**config.mk**
```make
export PLATFORM = sky130hd
export DESIGN_NAME = speed_supervision_traction_brake_ctrl
export DESIGN_NICKNAME = d
export VERILOG_FILES = /design/src/rtl/core/sstb_pkg.sv /design/src/rtl/core/speed_supervision_traction_brake_ctrl.sv
export SDC_FILE = /design/constraint.sdc
export NUM_CORES = 1
export LEC_CHECK = 0
export ABC_AREA = 1
export BUFFER_PORTS_ARGS = -buffer_cell sky130_fd_sc_hd__buf_2
export CAP_MARGIN = 20
export CORE_MARGIN = 5
export CORE_UTILIZATION = 30
export CTS_BUF_LIST = sky130_fd_sc_hd__clkbuf_8
export CTS_CLUSTER_SIZE = 16
export DETAILED_ROUTE_END_ITERATION = 6
export GPL_TIMING_DRIVEN = 1
export HOLD_SLACK_MARGIN = 0.15
export PLACE_DENSITY = 0.5
export SYNTH_ARGS = -nofsm -noshare
export SYNTH_HDL_FRONTEND = slang
export SYNTH_SLANG_ARGS = --single-unit
```
**constraint.sdc**
```tcl
create_clock -name clock -period 7.7 [get_ports clock]
set_input_delay 0 -clock clock [delete_from_list [all_inputs] [get_ports clock]]
set_output_delay 0 -clock clock [all_outputs]
set_load 0.05 [all_outputs]
```
**src/rtl/core/sstb_pkg.sv**
```systemverilog
package sstb_pkg;

   // signal states for traction cut and emergency brake
   typedef enum logic [1:0] {
      SIG_FREE   = 2'd0,
      SIG_OPEN   = 2'd1,
      SIG_BYPASS = 2'd2
   } sig_type;

   // buzzer states
   typedef enum logic [1:0] {
      BUZ_OFF   = 2'd0,
      BUZ_CONT  = 2'd1,
      BUZ_INTER = 2'd2
   } buzzer_type;

   // operating modes, codes six and seven are unused
   typedef enum logic [2:0] {
      MODE_NORMAL   = 3'd0,
      MODE_LIMITED  = 3'd1,
      MODE_TOTAL    = 3'd2,
      MODE_STOP     = 3'd3,
      MODE_DRIFTING = 3'd4,
      MODE_INTERMIT = 3'd5
   } mode_type;

   // chop cycle phases
   typedef enum logic [1:0] {
      PH_READY = 2'd0,
      PH_ACCEL = 2'd1,
      PH_DECEL = 2'd2,
      PH_BRAKE = 2'd3
   } chop_phase_type;

   // configuration register indexes
   typedef enum logic [2:0] {
      CSR_DECEL_LIMIT  = 3'd0,
      CSR_ACCEL_LIMIT  = 3'd1,
      CSR_BRAKE_LIMIT  = 3'd2,
      CSR_BRAKE_HOLD   = 3'd3,
      CSR_CHOP_ACCEL   = 3'd4,
      CSR_CHOP_DECEL   = 3'd5,
      CSR_CHOP_CYCLES  = 3'd6,
      CSR_CHOP_BRAKE   = 3'd7
   } csr_idx_type;

   localparam int unsigned MS_PER_S            = 1000;
   localparam logic [7:0]  STOP_SPEED_KMH      = 8'd1;
   localparam int unsigned START_BRAKE_SECONDS = 10;
   localparam logic [31:0] START_BRAKE_MS      = 32'(START_BRAKE_SECONDS * MS_PER_S);
   localparam logic [7:0]  CHOP_CYCLES_RESET   = 8'd1;

   // true when more than secs seconds have passed since the given time
   function automatic logic elapsed_over(input logic [31:0] now,
                                         input logic [31:0] since,
                                         input logic [7:0]  secs);
      logic [31:0] diff;
      logic [31:0] limit;
      diff  = now - since;
      limit = 32'(secs) * 32'(MS_PER_S);
      return diff > limit;
   endfunction

endpackage

```
**src/rtl/core/speed_supervision_traction_brake_ctrl.sv**
```systemverilog
// channel | direction | handshake             | payload
// req     | in        | req_valid / req_ready | now_ms, mode, speed, presence, limited start
// rsp     | out       | rsp_valid / rsp_ready | traction, brake, buzzer, change flags
// csr     | in        | csr_valid / csr_ready | register index, 8-bit data
//
// Each item passes through the input register and then the result register;
// one item per cycle is sustained while rsp does not stall.
// The state update (signals, brake timer, chop phase) happens in one pass of
// compare logic between those registers, so items follow each other with no gap.
// Synchronous active-high reset clears the pipeline and loads register defaults.
// A stall on rsp holds the result register and, once the input register is full,
// drops req_ready in the same cycle. csr_ready is always high.
module speed_supervision_traction_brake_ctrl (
   input  logic        clock,
   input  logic        reset,
   // input channel
   input  logic        req_valid,
   output logic        req_ready,
   input  logic [31:0] req_now_ms,
   input  logic [2:0]  req_mode,
   input  logic [7:0]  req_speed_kmh,
   input  logic        req_speed_present,
   input  logic [31:0] req_limited_start_ms,
   // result channel
   output logic        rsp_valid,
   input  logic        rsp_ready,
   output logic [1:0]  rsp_traction_state,
   output logic [1:0]  rsp_brake_state,
   output logic [1:0]  rsp_buzzer_mode,
   output logic        rsp_traction_changed,
   output logic        rsp_brake_changed,
   // configuration port
   input  logic        csr_valid,
   output logic        csr_ready,
   input  sstb_pkg::csr_idx_type csr_index,
   input  logic [7:0]  csr_data
);
   import sstb_pkg::*;

   // configuration registers
   logic [7:0] decel_limit_ff, accel_limit_ff, brake_limit_ff, brake_hold_ff;
   logic [7:0] chop_accel_ff, chop_decel_ff, chop_cycles_ff, chop_brake_ff;

   // input register
   logic        in_valid_ff;
   logic [31:0] in_now_ff;
   mode_type    in_mode_ff;
   logic [7:0]  in_speed_ff;
   logic        in_present_ff;
   logic [31:0] in_lim_start_ff;

   // block state
   sig_type        traction_ff, traction_in;
   sig_type        brake_ff, brake_in;
   buzzer_type     buzzer_ff, buzzer_in;
   logic [31:0]    brake_open_ff, brake_open_in;
   chop_phase_type phase_ff, phase_in;
   logic [31:0]    phase_start_ff, phase_start_in;
   logic [7:0]     cycle_cnt_ff, cycle_cnt_in;

   // result register
   logic       out_valid_ff;
   sig_type    out_traction_ff;
   sig_type    out_brake_ff;
   buzzer_type out_buzzer_ff;
   logic       out_t_chg_ff;
   logic       out_b_chg_ff;

   logic       advance;
   logic       run_chop;
   sig_type    chop_active;
   logic [7:0] cycle_inc;

   // pipeline flow control
   assign advance   = in_valid_ff && (!out_valid_ff || rsp_ready);
   assign req_ready = !in_valid_ff || advance;
   assign csr_ready = 1'b1;

   // configuration writes
   always_ff @(posedge clock) begin
      if (reset) begin
         decel_limit_ff <= '0;
         accel_limit_ff <= '0;
         brake_limit_ff <= '0;
         brake_hold_ff  <= '0;
         chop_accel_ff  <= '0;
         chop_decel_ff  <= '0;
         chop_cycles_ff <= CHOP_CYCLES_RESET;
         chop_brake_ff  <= '0;
      end else if (csr_valid) begin
         unique case (csr_index)
            CSR_DECEL_LIMIT: decel_limit_ff <= csr_data;
            CSR_ACCEL_LIMIT: accel_limit_ff <= csr_data;
            CSR_BRAKE_LIMIT: brake_limit_ff <= csr_data;
            CSR_BRAKE_HOLD:  brake_hold_ff  <= csr_data;
            CSR_CHOP_ACCEL:  chop_accel_ff  <= csr_data;
            CSR_CHOP_DECEL:  chop_decel_ff  <= csr_data;
            CSR_CHOP_CYCLES: chop_cycles_ff <= csr_data;
            CSR_CHOP_BRAKE:  chop_brake_ff  <= csr_data;
         endcase
      end
   end

   // input register
   always_ff @(posedge clock) begin
      if (reset) begin
         in_valid_ff <= 1'b0;
      end else if (req_ready) begin
         in_valid_ff <= req_valid;
      end
      if (req_valid && req_ready) begin
         in_now_ff       <= req_now_ms;
         in_mode_ff      <= mode_type'(req_mode);
         in_speed_ff     <= req_speed_kmh;
         in_present_ff   <= req_speed_present;
         in_lim_start_ff <= req_limited_start_ms;
      end
   end

   // next state for one evaluation
   assign cycle_inc = cycle_cnt_ff + 8'd1;

   always_comb begin
      traction_in    = traction_ff;
      brake_in       = brake_ff;
      buzzer_in      = buzzer_ff;
      brake_open_in  = brake_open_ff;
      phase_in       = phase_ff;
      phase_start_in = phase_start_ff;
      cycle_cnt_in   = cycle_cnt_ff;
      run_chop       = 1'b0;
      chop_active    = SIG_FREE;

      // mode decode
      unique case (in_mode_ff)
         MODE_NORMAL: begin
            traction_in = SIG_FREE;
            brake_in    = SIG_FREE;
         end
         MODE_LIMITED: begin
            if (in_present_ff) begin
               // overspeed cut with hysteresis
               if (in_speed_ff > decel_limit_ff) begin
                  traction_in = SIG_OPEN;
                  buzzer_in   = BUZ_CONT;
               end else if (traction_ff == SIG_OPEN && brake_ff == SIG_FREE &&
                            in_speed_ff < accel_limit_ff) begin
                  traction_in = SIG_FREE;
                  buzzer_in   = BUZ_INTER;
               end
               // brake open, held, released near standstill
               if (brake_ff == SIG_FREE && in_speed_ff > brake_limit_ff) begin
                  brake_in      = SIG_OPEN;
                  brake_open_in = in_now_ff;
               end else if (elapsed_over(in_now_ff, brake_open_ff, brake_hold_ff) &&
                            in_speed_ff < STOP_SPEED_KMH) begin
                  brake_in = SIG_FREE;
               end
            end else if ((in_now_ff - in_lim_start_ff) < START_BRAKE_MS) begin
               traction_in = SIG_OPEN;
               brake_in    = SIG_OPEN;
            end else begin
               run_chop    = 1'b1;
               chop_active = SIG_FREE;
            end
         end
         MODE_TOTAL: begin
            traction_in = SIG_BYPASS;
            brake_in    = SIG_BYPASS;
         end
         MODE_STOP: begin
            traction_in = SIG_OPEN;
            brake_in    = SIG_OPEN;
         end
         MODE_DRIFTING: begin
            traction_in = SIG_OPEN;
            brake_in    = SIG_BYPASS;
         end
         MODE_INTERMIT: begin
            run_chop    = 1'b1;
            chop_active = SIG_BYPASS;
         end
         default: begin
         end
      endcase

      // chop cycle sequencer
      if (run_chop) begin
         unique case (phase_ff)
            PH_READY: begin
               traction_in    = chop_active;
               brake_in       = chop_active;
               phase_start_in = in_now_ff;
               phase_in       = PH_ACCEL;
            end
            PH_ACCEL: begin
               if (elapsed_over(in_now_ff, phase_start_ff, chop_accel_ff)) begin
                  traction_in    = SIG_OPEN;
                  brake_in       = chop_active;
                  phase_start_in = in_now_ff;
                  phase_in       = PH_DECEL;
               end
            end
            PH_DECEL: begin
               if (elapsed_over(in_now_ff, phase_start_ff, chop_decel_ff)) begin
                  if (cycle_inc == chop_cycles_ff) begin
                     cycle_cnt_in   = '0;
                     traction_in    = SIG_OPEN;
                     brake_in       = SIG_OPEN;
                     phase_start_in = in_now_ff;
                     phase_in       = PH_BRAKE;
                  end else begin
                     cycle_cnt_in = cycle_inc;
                     phase_in     = PH_READY;
                  end
               end
            end
            PH_BRAKE: begin
               if (elapsed_over(in_now_ff, phase_start_ff, chop_brake_ff)) begin
                  phase_in = PH_READY;
               end
            end
         endcase
      end
   end

   // state registers
   always_ff @(posedge clock) begin
      if (reset) begin
         traction_ff    <= SIG_FREE;
         brake_ff       <= SIG_FREE;
         buzzer_ff      <= BUZ_OFF;
         brake_open_ff  <= '0;
         phase_ff       <= PH_READY;
         phase_start_ff <= '0;
         cycle_cnt_ff   <= '0;
      end else if (advance) begin
         traction_ff    <= traction_in;
         brake_ff       <= brake_in;
         buzzer_ff      <= buzzer_in;
         brake_open_ff  <= brake_open_in;
         phase_ff       <= phase_in;
         phase_start_ff <= phase_start_in;
         cycle_cnt_ff   <= cycle_cnt_in;
      end
   end

   // result register
   always_ff @(posedge clock) begin
      if (reset) begin
         out_valid_ff <= 1'b0;
      end else if (!out_valid_ff || rsp_ready) begin
         out_valid_ff <= in_valid_ff;
      end
      if (advance) begin
         out_traction_ff <= traction_in;
         out_brake_ff    <= brake_in;
         out_buzzer_ff   <= buzzer_in;
         out_t_chg_ff    <= traction_in != traction_ff;
         out_b_chg_ff    <= brake_in != brake_ff;
      end
   end

   assign rsp_valid            = out_valid_ff;
   assign rsp_traction_state   = out_traction_ff;
   assign rsp_brake_state      = out_brake_ff;
   assign rsp_buzzer_mode      = out_buzzer_ff;
   assign rsp_traction_changed = out_t_chg_ff;
   assign rsp_brake_changed    = out_b_chg_ff;

endmodule

```
==> results of run 1 <==
[critical path, delay by kind of cell, from the launching register on]
| family | cells | cell delay (ns) |
|---|---|---|
| xor+xnor | 1 | 0.14 |
| simple gates | 11 | 1.32 |
| flops | 1 | 0.54 |
| compound gates | 9 | 1.38 |
| buf+inv | 5 | 0.36 |
| fa+ha+maj | 6 | 2.54 |
[cell usage after synthesis, types with 32 or more instances]
cell type	count	area, µm²
nand2_1	840	3150
inv_1	680	2550
ha_1	322	4030
nor2_1	262	983
a21oi_1	252	1260
dfxtp_1	146	2920
nand3_1	142	711
o21ai_0	142	711
fa_1	89	1780
edfxtp_1	84	2520
xor2_1	66	578
nand4_1	49	307
o21ai_1	32	160
[routing by layer]
metal	vias up	global-route usage [%]
li1	11200	-
met1	9436	22.9
met2	358	27.8
met3	88	1.86
met4	0	4.25
met5	-	0
[state kept, by name, indices dropped and copies added, names as in the netlist, 32 cells and up]
| signal | cells |
|---|---|
| brake_open_ff | 32 |
| in_lim_start_ff | 32 |
| in_now_ff | 32 |
| phase_start_ff | 32 |
[cell type report]
type	count	area (µm²)
Inverter	692	2600
Clock buffer	47	647
Timing Repair Buffer	286	2350
Sequential cell	230	5450
Tap cell	1040	1300
Multi-Input combinational cell	2389	15100
Clock inverter	34	260
Fill cell	8359	49600
[power by group]
group | total (mW) | internal (mW) | switching [mW]
clock network | 1.31 | 0.704 | 0.605
logic | 1.32 | 0.505 | 0.818
registers | 1.38 | 1.31 | 0.0635
[logic make-up after synthesis]
kind of cell / count (synthesis)
compound gates: 475
xor+xnor: 94
fa+ha+maj: 411
buf+inv: 731
flops: 230
other cells: 1
simple gates: 1408
[worst paths after layout]
path | cells past startpoint | end | startpoint | slack (ns)
worst max-delay path | 32 | phase_start_ff[0] | chop_accel_ff[2] | 1.21
worst min-delay path | 3 | cycle_cnt_ff[7] | reset | 0.34
worst max register to register | 32 | phase_start_ff[0] | chop_accel_ff[2] | 1.21
worst min register to register | 2 | brake_open_ff[15] | brake_open_ff[15] | 0.46
==> impl_metrics.tcl, run 1 <==
set metrics [dict create \
    dr.pass1.iters 5 \
    core.rowCount 102 \
    grt_pass1_wl_mm 111 \
    start_kind "flip-flop" \
    hp-class "input pin to flip-flop" \
    stdcell_count 4718 \
    nNetsFinal 4146 \
    critPathSlowestCell "dfxtp_1" \
    hpwl_mm 54.4 \
    slew_headroom_pct 39.9 \
    worst_slack_ns 1.21 \
    area_growth_pct 18.6 \
    drive_gt1_share_pct 6.66 \
    crit_arrival_ns 6.99 \
    met1_length_mm 33.3 \
    cts_buffers 44 \
    synth-warning-count 0 \
    synth_cell_types 57 \
    synth_edf_count 84 \
    place_ws_ns 1.27 \
    clk_pin_slew_worst_paths_ns 0.06 \
    ir_worst_vdd_v 0.000159 \
    tritoncts "done" \
    synth_top_family_by_area "simple AND/OR/NAND/NOR gates" \
    yosys.area_share.simple_pct 25.6 \
    layout.cells.most_common_list "nand2_1 (840), inv_1 (693), ha_1 (322), nor2_1 (262), a21oi_1 (252)" \
    route.detailed.drc 0 \
    tightest_slew_ns 0.901 \
    track_usage_pct 16.6 \
    start_util_pct 30.2 \
    die-height_um 289 \
    synth_adder_area_share_pct 24.8 \
    synthXorXnorAreaFrac_pct 3.52 \
    cts_sinks 230 \
    setup_tns_ns 0 \
    dieArea_um2 83600 \
    finalPower_mw 4.01 \
    leakage_nw 14.3 \
    synth.net_count 3853 \
    top_layer "met4" \
    io_buffer_count 101 \
    drtIter0Drc 1040 \
    viasPerCell 4.47 \
    post_drt_wl_per_cell_um 14.7 \
    finalHoldViolCount 0 \
    synth_seq_cells 230 \
    worst_setup_path_end_kind "flip-flop" \
    ant_nets 0 \
    met2_length_mm 31.7 \
    layout_commonest_cell "nand2_1" \
    rsz0062_at_grt "no" \
    synth_area_um2 23400 \
    cap_violations 0 \
    fin_area_um2 27700 \
    vias 21100 \
    worst-path-max-fanout 62 \
    cts_buffer_depth 3 \
    powerDensity_nw_per_um2 145 \
    fin_util_pct 35.9 \
    synthMuxAreaShare_pct 0 \
    finalSetupViolCount 0 \
    period_share_pct 84.3 \
    io_pins 103 \
    ys.flop_type "dfxtp_1" \
    slowest_delay_ns 0.54 \
    ctsHoldBuffers 182 \
    grt_pass1_vias 20400 \
    place_area_um2 25000 \
    max_freq_ghz 0.154 \
    ys_async_sr_fraction_pct 0 \
    crit_type "flip-flop to flip-flop" \
    cts_root_buffer "clkbuf_8" \
    fin_crit_ns 6.49 \
    htreeDepth 2 \
    place_inst 4455 \
    whs_ns 0.341 \
    grt_max_degree 79 \
    coreArea_um2 77300 \
    die_w_um 289 \
    globalplace.congestion 0.889 \
    cp.required_ns 8.20 \
    post_cts_buffers 0 \
    syn_inst 3350 \
    route.met3.wl_mm 2.80 \
    grt_overflow 0 \
    clock_skew_ns 0.0425 \
    antenna_found_initial 2 \
    ys_seq_area_share_pct 23.3 \
    status "finished, final reports clean" \
    drt-total-wl_mm 69.5 \
    antennaDiodeCount 0 \
    synth_compound_area_share_pct 10.8 \
    insertion_delay_ns 0.65 \
    syn_avg_cell_area_um2 6.98 \
    report.final.slew_viol_count 0 \
    post_cts_resize_count 0 \
]
Note: power is estimated with default switching activity, not from simulation.
==> run 2: changes to the inputs <==
--- a/config.mk
+++ b/config.mk
@@ -5,7 +5,7 @@
 export SDC_FILE = /design/constraint.sdc
 export NUM_CORES = 1
 export LEC_CHECK = 0
-export ABC_AREA = 1
+export ABC_AREA = 0
 export BUFFER_PORTS_ARGS = -buffer_cell sky130_fd_sc_hd__buf_2
 export CAP_MARGIN = 20
 export CORE_MARGIN = 5
==> constraint.sdc (replaced) <==
create_clock -name clock -period 6.1 [get_ports clock]
set_input_delay 0 -clock clock [delete_from_list [all_inputs] [get_ports clock]]
set_output_delay 0 -clock clock [all_outputs]
set_load 0.05 [all_outputs]
==> run 2 against run 1 <==
The run now ends with setup timing left. Critical path depth stayed put. Non-clock buffer count rose by 143. First-iteration DRC count down 21%. Clock power grew 24%. Worst setup slack worse by 1.7 ns. Via count decreased by 11%. Clock skew down 0.0042 ns. Global-route usage is 0.96 points lower. Clock-buffer cell count up 6. Die area is 8.0% lower. Cell area fell by 1.6%. Highest routed layer unchanged.
==> impl_metrics.tcl, run 2 <==
set metrics [dict create \
    critPathMostFrequentCell "fa_1" \
    met2_length_mm 30.5 \
    finalSetupViolCount 5 \
    dr.pass1.iters 5 \
    start_kind "flip-flop" \
    antenna_found_initial 0 \
    nNetsFinal 3356 \
    worst-path-buf-inv 4 \
    htreeDepth 2 \
    stdcell_count 3838 \
    critPathSlowestCell "fa_1" \
    drive_gt1_share_pct 15.6 \
    report.final.slew_viol_count 0 \
    cap_violations 0 \
    yosysTopAreaCell "ha_1" \
    start_util_pct 30.1 \
    cts_sinks 230 \
    cts_buffer_depth 3 \
    grt_overflow 0 \
    layout_commonest_cell "ha_1" \
    ant_nets 0 \
    clk_pin_slew_worst_paths_ns 0.07 \
    route.detailed.drc 0 \
    ir_worst_vdd_v 0.000177 \
    rsz0062_at_grt "yes" \
    powerDensity_nw_per_um2 171 \
    synth-warning-count 0 \
    grt_pass1_vias 19400 \
    violations "setup timing" \
    place_ws_ns -0.665 \
    synth_seq_cells 230 \
    max_freq_ghz 0.152 \
    hpwl_mm 47.1 \
    crit_arrival_ns 6.92 \
    synthTopCellsByCount "ha_1 (322), inv_1 (289), a21oi_1 (219)" \
    hp-class "input pin to flip-flop" \
    layout.cells.most_common_list "ha_1 (314), inv_1 (292), nand2_1 (213), a21oi_1 (191), nor2_1 (181)" \
    io_pins 103 \
    coreArea_um2 71200 \
    worst_setup_path_end_kind "flip-flop" \
    status "finished with violations" \
    yosys-top-cells-area "ha_1 (19%), dfxtp_1 (14%), edfxtp_1 (12%)" \
    finalHoldViolCount 0 \
    ys_async_sr_fraction_pct 0 \
    worst-path-max-fanout 4 \
    io_buffer_count 101 \
    tritoncts "done" \
    yosysTopAreaCellShare_pct 18.8 \
    ys.flop_type "dfxtp_1" \
    cp.required_ns 6.46 \
    path_delay_family "adder cells" \
    top_layer "met4" \
    die_w_um 277 \
    track_usage_pct 15.6 \
    core.rowCount 98 \
    insertion_delay_ns 0.62 \
    vias 18700 \
    post_drt_wl_per_cell_um 16.2 \
    synth.most_common_cell "ha_1" \
    synth_edf_count 84 \
    place_inst 3550 \
    setup_tns_ns -1.51 \
    drtIter0Drc 820 \
    slew_headroom_pct 30.8 \
    antennaDiodeCount 0 \
    die-height_um 277 \
    finalPower_mw 4.67 \
    grt_max_degree 81 \
    tightest_slew_ns 1.03 \
    synth_cell_types 91 \
    grt_pass1_wl_mm 100 \
    route.met3.wl_mm 1.95 \
    cts_root_buffer "clkbuf_8" \
    dieArea_um2 77000 \
    clock_skew_ns 0.0382 \
    viasPerCell 4.87 \
    globalplace.congestion 0.891 \
    leakage_nw 11.9 \
    cts_buffers 45 \
    area_growth_pct 27.2 \
    met1_length_mm 27.9 \
    synth.net_count 2960 \
    drt-total-wl_mm 62.1 \
    period_share_pct 108 \
    fin_crit_ns 6.56 \
    worst_slack_ns -0.461 \
    ys_seq_area_share_pct 25.4 \
    syn_inst 2457 \
    slowest_delay_ns 0.54 \
    synth_area_um2 21500 \
    syn_avg_cell_area_um2 8.73 \
    crit_type "flip-flop to flip-flop" \
]
run 2: changes by cell type in the layout (fill, tap and decap cells not counted), moves of 23 or more:
cell,change
nand2_1,-627
inv_1,-401
buf_4,+133
nand3_1,-99
nor2_1,-81
mux2i_1,+75
a21oi_1,-61
o21ai_0,-61
a21o_1,+56
xnor2_1,+42
nand2b_1,+27
o21a_1,+23
run 2: final cells by class:
type | count | area (µm²)
repair buffers | 429 | 3520
multi-input cells | 1857 | 15100
fillers | 7130 | 43900
inverters | 290 | 1090
clock inverters | 29 | 195
well taps | 950 | 1190
clock buffers | 53 | 729
flip-flops and latches | 230 | 5460
run 2: path summary, 6_finish.rpt:
kind                           from                end  slack [ns]  depth (start not counted)
setup / recovery   brake_hold_ff[1]  rsp_brake_changed       -0.46                         32
setup reg to reg   brake_hold_ff[1]  rsp_brake_changed       -0.46                         32
hold / removal            rsp_ready          rsp_valid        0.29                          5
hold reg to reg   decel_limit_ff[5]  decel_limit_ff[5]        0.46                          2
run 2: repair_timing:
item	4_1_cts	5_1_grt
setup buffers	14	13
pin swaps	23	88
setup endpoints to repair	51	52
hold buffers	179	0
gates cloned	3	0
hold endpoints to repair	168	0
resized for setup	38	102
run 2: metrics by stage:
| stage | utilization, % | hold WS [ns] | instance area (µm²) |
|---|---|---|---|
| CTS | 37.7 | 0.188 | 26900 |
| global placement | 33.4 | 0.176 | 23800 |
| finish | 38.3 | 0.293 | 27300 |
| detailed placement | 33.4 | 0.178 | 23800 |
| global route | 38.3 | 0.289 | 27300 |
| floorplan | - | 0.0989 | 21500 |
run 2: power by group:
part	leakage (nW)	internal [mW]	total, mW	switching [mW]
combinational	9.35	0.588	1.35	0.762
sequential	2.01	1.65	1.70	0.0536
clock	0.522	0.882	1.62	0.738
run 2: cell families (layout without fill, tap and decap cells):
logic type | Yosys count | in the layout | synth area share [%]
buffers and inverters | 370 | 801 | 6.56
other | 1 | 1 | 0.0175
AOI/OAI and AO/OA | 596 | 596 | 18.1
muxes | 78 | 78 | 3.64
DFF | 230 | 230 | 25.4
adders and majority gates | 411 | 411 | 27.1
and+or+nand+nor | 652 | 652 | 14.4
xor gates and xnor gates | 119 | 119 | 4.86
run 2: worst reg2reg max path: cells and delay by family (launching register included):
| kind | cells | cell delay, ns |
|---|---|---|
| buffers and inverters | 4 | 0.33 |
| adder cells (fa/ha/maj) | 6 | 2.33 |
| AO/OA/AOI/OAI | 13 | 1.94 |
| AND/OR/NAND/NOR | 6 | 0.91 |
| flip-flops | 1 | 0.37 |
| XOR/XNOR | 3 | 0.44 |
run 2: routing by layer:
metal  track usage [%]  up-vias
met5                 0        -
met4              4.66        0
met2              28.1      295
met3              2.15      105
met1              19.5     8864
li1                  -     9418
==> run 3: changes to the inputs <==
--- a/config.mk
+++ b/config.mk
@@ -9,13 +9,13 @@
 export BUFFER_PORTS_ARGS = -buffer_cell sky130_fd_sc_hd__buf_2
 export CAP_MARGIN = 20
 export CORE_MARGIN = 5
-export CORE_UTILIZATION = 30
+export CORE_UTILIZATION = 65
 export CTS_BUF_LIST = sky130_fd_sc_hd__clkbuf_8
 export CTS_CLUSTER_SIZE = 16
 export DETAILED_ROUTE_END_ITERATION = 6
 export GPL_TIMING_DRIVEN = 1
 export HOLD_SLACK_MARGIN = 0.15
-export PLACE_DENSITY = 0.5
+export PLACE_DENSITY = 0.89
 export SYNTH_ARGS = -nofsm -noshare
 export SYNTH_HDL_FRONTEND = slang
 export SYNTH_SLANG_ARGS = --single-unit
==> run 3 against run 2 <==
Power rose by 0.90%. Flip-flop and latch count is the same. The flow still finishes with violations (setup timing). Critical endpoint unchanged. Core utilization increased by 42 points. Clock power is essentially flat. Register-to-register slack lost 0.58 ns.
==> impl_metrics.tcl, run 3 (same netlist as run 2, synthesis figures left out) <==
set metrics [dict create \
    powerDensity_nw_per_um2 180 \
    fin_area_um2 26200 \
    fin_crit_ns 7.15 \
    finalHoldViolCount 0 \
    multi_input_area_um2 15000 \
    drt-total-wl_mm 71.0 \
    status "finished with violations" \
    grt_pass1_vias 21000 \
    top_layer "met4" \
    slew_headroom_pct 26.2 \
    track_usage_pct 36.6 \
    grt_pass1_wl_mm 108 \
    finalPower_mw 4.71 \
    drtIter0Drc 2296 \
    io_buffer_count 101 \
    cts_sinks 230 \
    core.rowCount 66 \
    dieArea_um2 36800 \
    cts_root_buffer "clkbuf_8" \
    cts_buffer_depth 3 \
    route.detailed.drc 0 \
    tightest_slew_ns 1.08 \
    met2_length_mm 33.3 \
    cp.required_ns 6.40 \
    dr.pass1.iters 7 \
    violations "setup timing" \
    place_inst 3020 \
    worst_slack_ns -1.05 \
    crit_type "flip-flop to flip-flop" \
    drive_gt1_share_pct 14.5 \
    start_util_pct 66.0 \
    cap_violations 0 \
    start_kind "flip-flop" \
    report.final.slew_viol_count 0 \
    coreArea_um2 32500 \
    ir_worst_vdd_v 0.000245 \
    route.met3.wl_mm 6.45 \
    area_growth_pct 21.9 \
    clock_skew_ns 0.0338 \
    vias 20800 \
    cts_buffers 41 \
    die-height_um 192 \
    ant_nets 0 \
    post_drt_wl_per_cell_um 21.6 \
    htreeDepth 2 \
    hpwl_mm 45.1 \
    rsz0062_at_grt "yes" \
    nNetsFinal 3311 \
    antenna_found_initial 1 \
    finalSetupViolCount 52 \
    met1_length_mm 25.1 \
    grt_overflow 0 \
    worst-path-max-fanout 4 \
    globalplace.congestion 0.957 \
    period_share_pct 117 \
    io_pins 103 \
    leakage_nw 11.7 \
    critPathSlowestCell "fa_1" \
    layout_commonest_cell "ha_1" \
    die_w_um 192 \
    max_freq_ghz 0.140 \
    slowest_delay_ns 0.56 \
    place_area_um2 23000 \
    stdcell_count 3283 \
    clk_pin_slew_worst_paths_ns 0.06 \
    tritoncts "done" \
    hp-class "input pin to flip-flop" \
    worst_setup_path_end_kind "flip-flop" \
    ff_latch_area_um2 5460 \
    crit_arrival_ns 7.45 \
    layout.cells.most_common_list "ha_1 (317), inv_1 (295), nand2_1 (212), a21oi_1 (193), nor2_1 (180)" \
    viasPerCell 6.35 \
    insertion_delay_ns 0.58 \
    place_ws_ns -0.730 \
    setup_tns_ns -28.15 \
    grt_max_degree 77 \
    fillers 1870 \
]
run 3: cell types whose count changed in the layout (fill, tap and decap cells not counted), moves of 3 or more:
cell / delta
ha_1: +3
clkinv_2: -3
buf_4: -11
clkbuf_8: -5
inv_1: +3
dfxtp_1: +4
buf_6: -6
dlygate4sd3_1: -25
ha_4: -3
dfxtp_2: -4
run 3: worst paths after layout:
| check | from | to | slack [ns] | depth (start not counted) |
|---|---|---|---|---|
| worst min register to register | buzzer_ff[1] | buzzer_ff[1] | 0.46 | 2 |
| worst max-delay path | brake_hold_ff[2] | rsp_brake_changed | -1.05 | 33 |
| worst min-delay path | req_mode[1] | in_mode_ff[1] | 0.17 | 2 |
| worst max register to register | brake_hold_ff[2] | rsp_brake_changed | -1.05 | 33 |
run 3: metrics by stage:
| stage | hold WS, ns | utilization, % |
|---|---|---|
| 2_1_floorplan | 0.0989 | - |
| 3_3_place_gp | 0.176 | 70.7 |
| 3_5_place_dp | 0.178 | 70.7 |
| 4_1_cts | 0.151 | 79.3 |
| 5_1_grt | 0.159 | 80.4 |
| 6_report | 0.170 | 80.4 |
run 3: cell type report:
type                            count  area share, %
Clock buffer                       48           2.52
Multi-Input combinational cell   1857           57.4
Antenna cell                        1        0.00956
Inverter                          290           4.17
Tap cell                          442           2.11
Timing Repair Buffer              388           12.1
Sequential cell                   230           20.9
Clock inverter                     27          0.827
run 3: what timing repair did:
item	4_1_cts	5_1_grt
cloned	3	0
pin swaps	21	38
endpoints found under the hold margin	172	0
setup endpoints to repair	52	52
hold buffers	154	0
buffers inserted	17	12
gates resized for setup	38	74
run 3: metal layers:
metal | vias to the layer above | GRT usage (%)
met2 | 1332 | 62.3
met5 | - | 0
met4 | 0 | 24.1
met3 | 438 | 6.80
li1 | 9337 | -
met1 | 9739 | 42.0
run 3: where the power goes:
group          total, mW  leakage (nW)  internal (mW)  switching, mW
registers           1.71          2.00           1.65         0.0652
logic               1.39          9.16          0.581          0.811
clock network       1.61         0.504          0.887          0.723
run 3: critical path, delay by kind of cell, from the launching register on:
| kind | cells | cell delay [ns] |
|---|---|---|
| AND/OR/NAND/NOR | 6 | 1.10 |
| adder cells (fa/ha/maj) | 6 | 2.00 |
| buffers and inverters | 5 | 0.63 |
| XOR/XNOR | 2 | 0.27 |
| flip-flops | 1 | 0.36 |
| AO/OA/AOI/OAI | 14 | 2.49 |
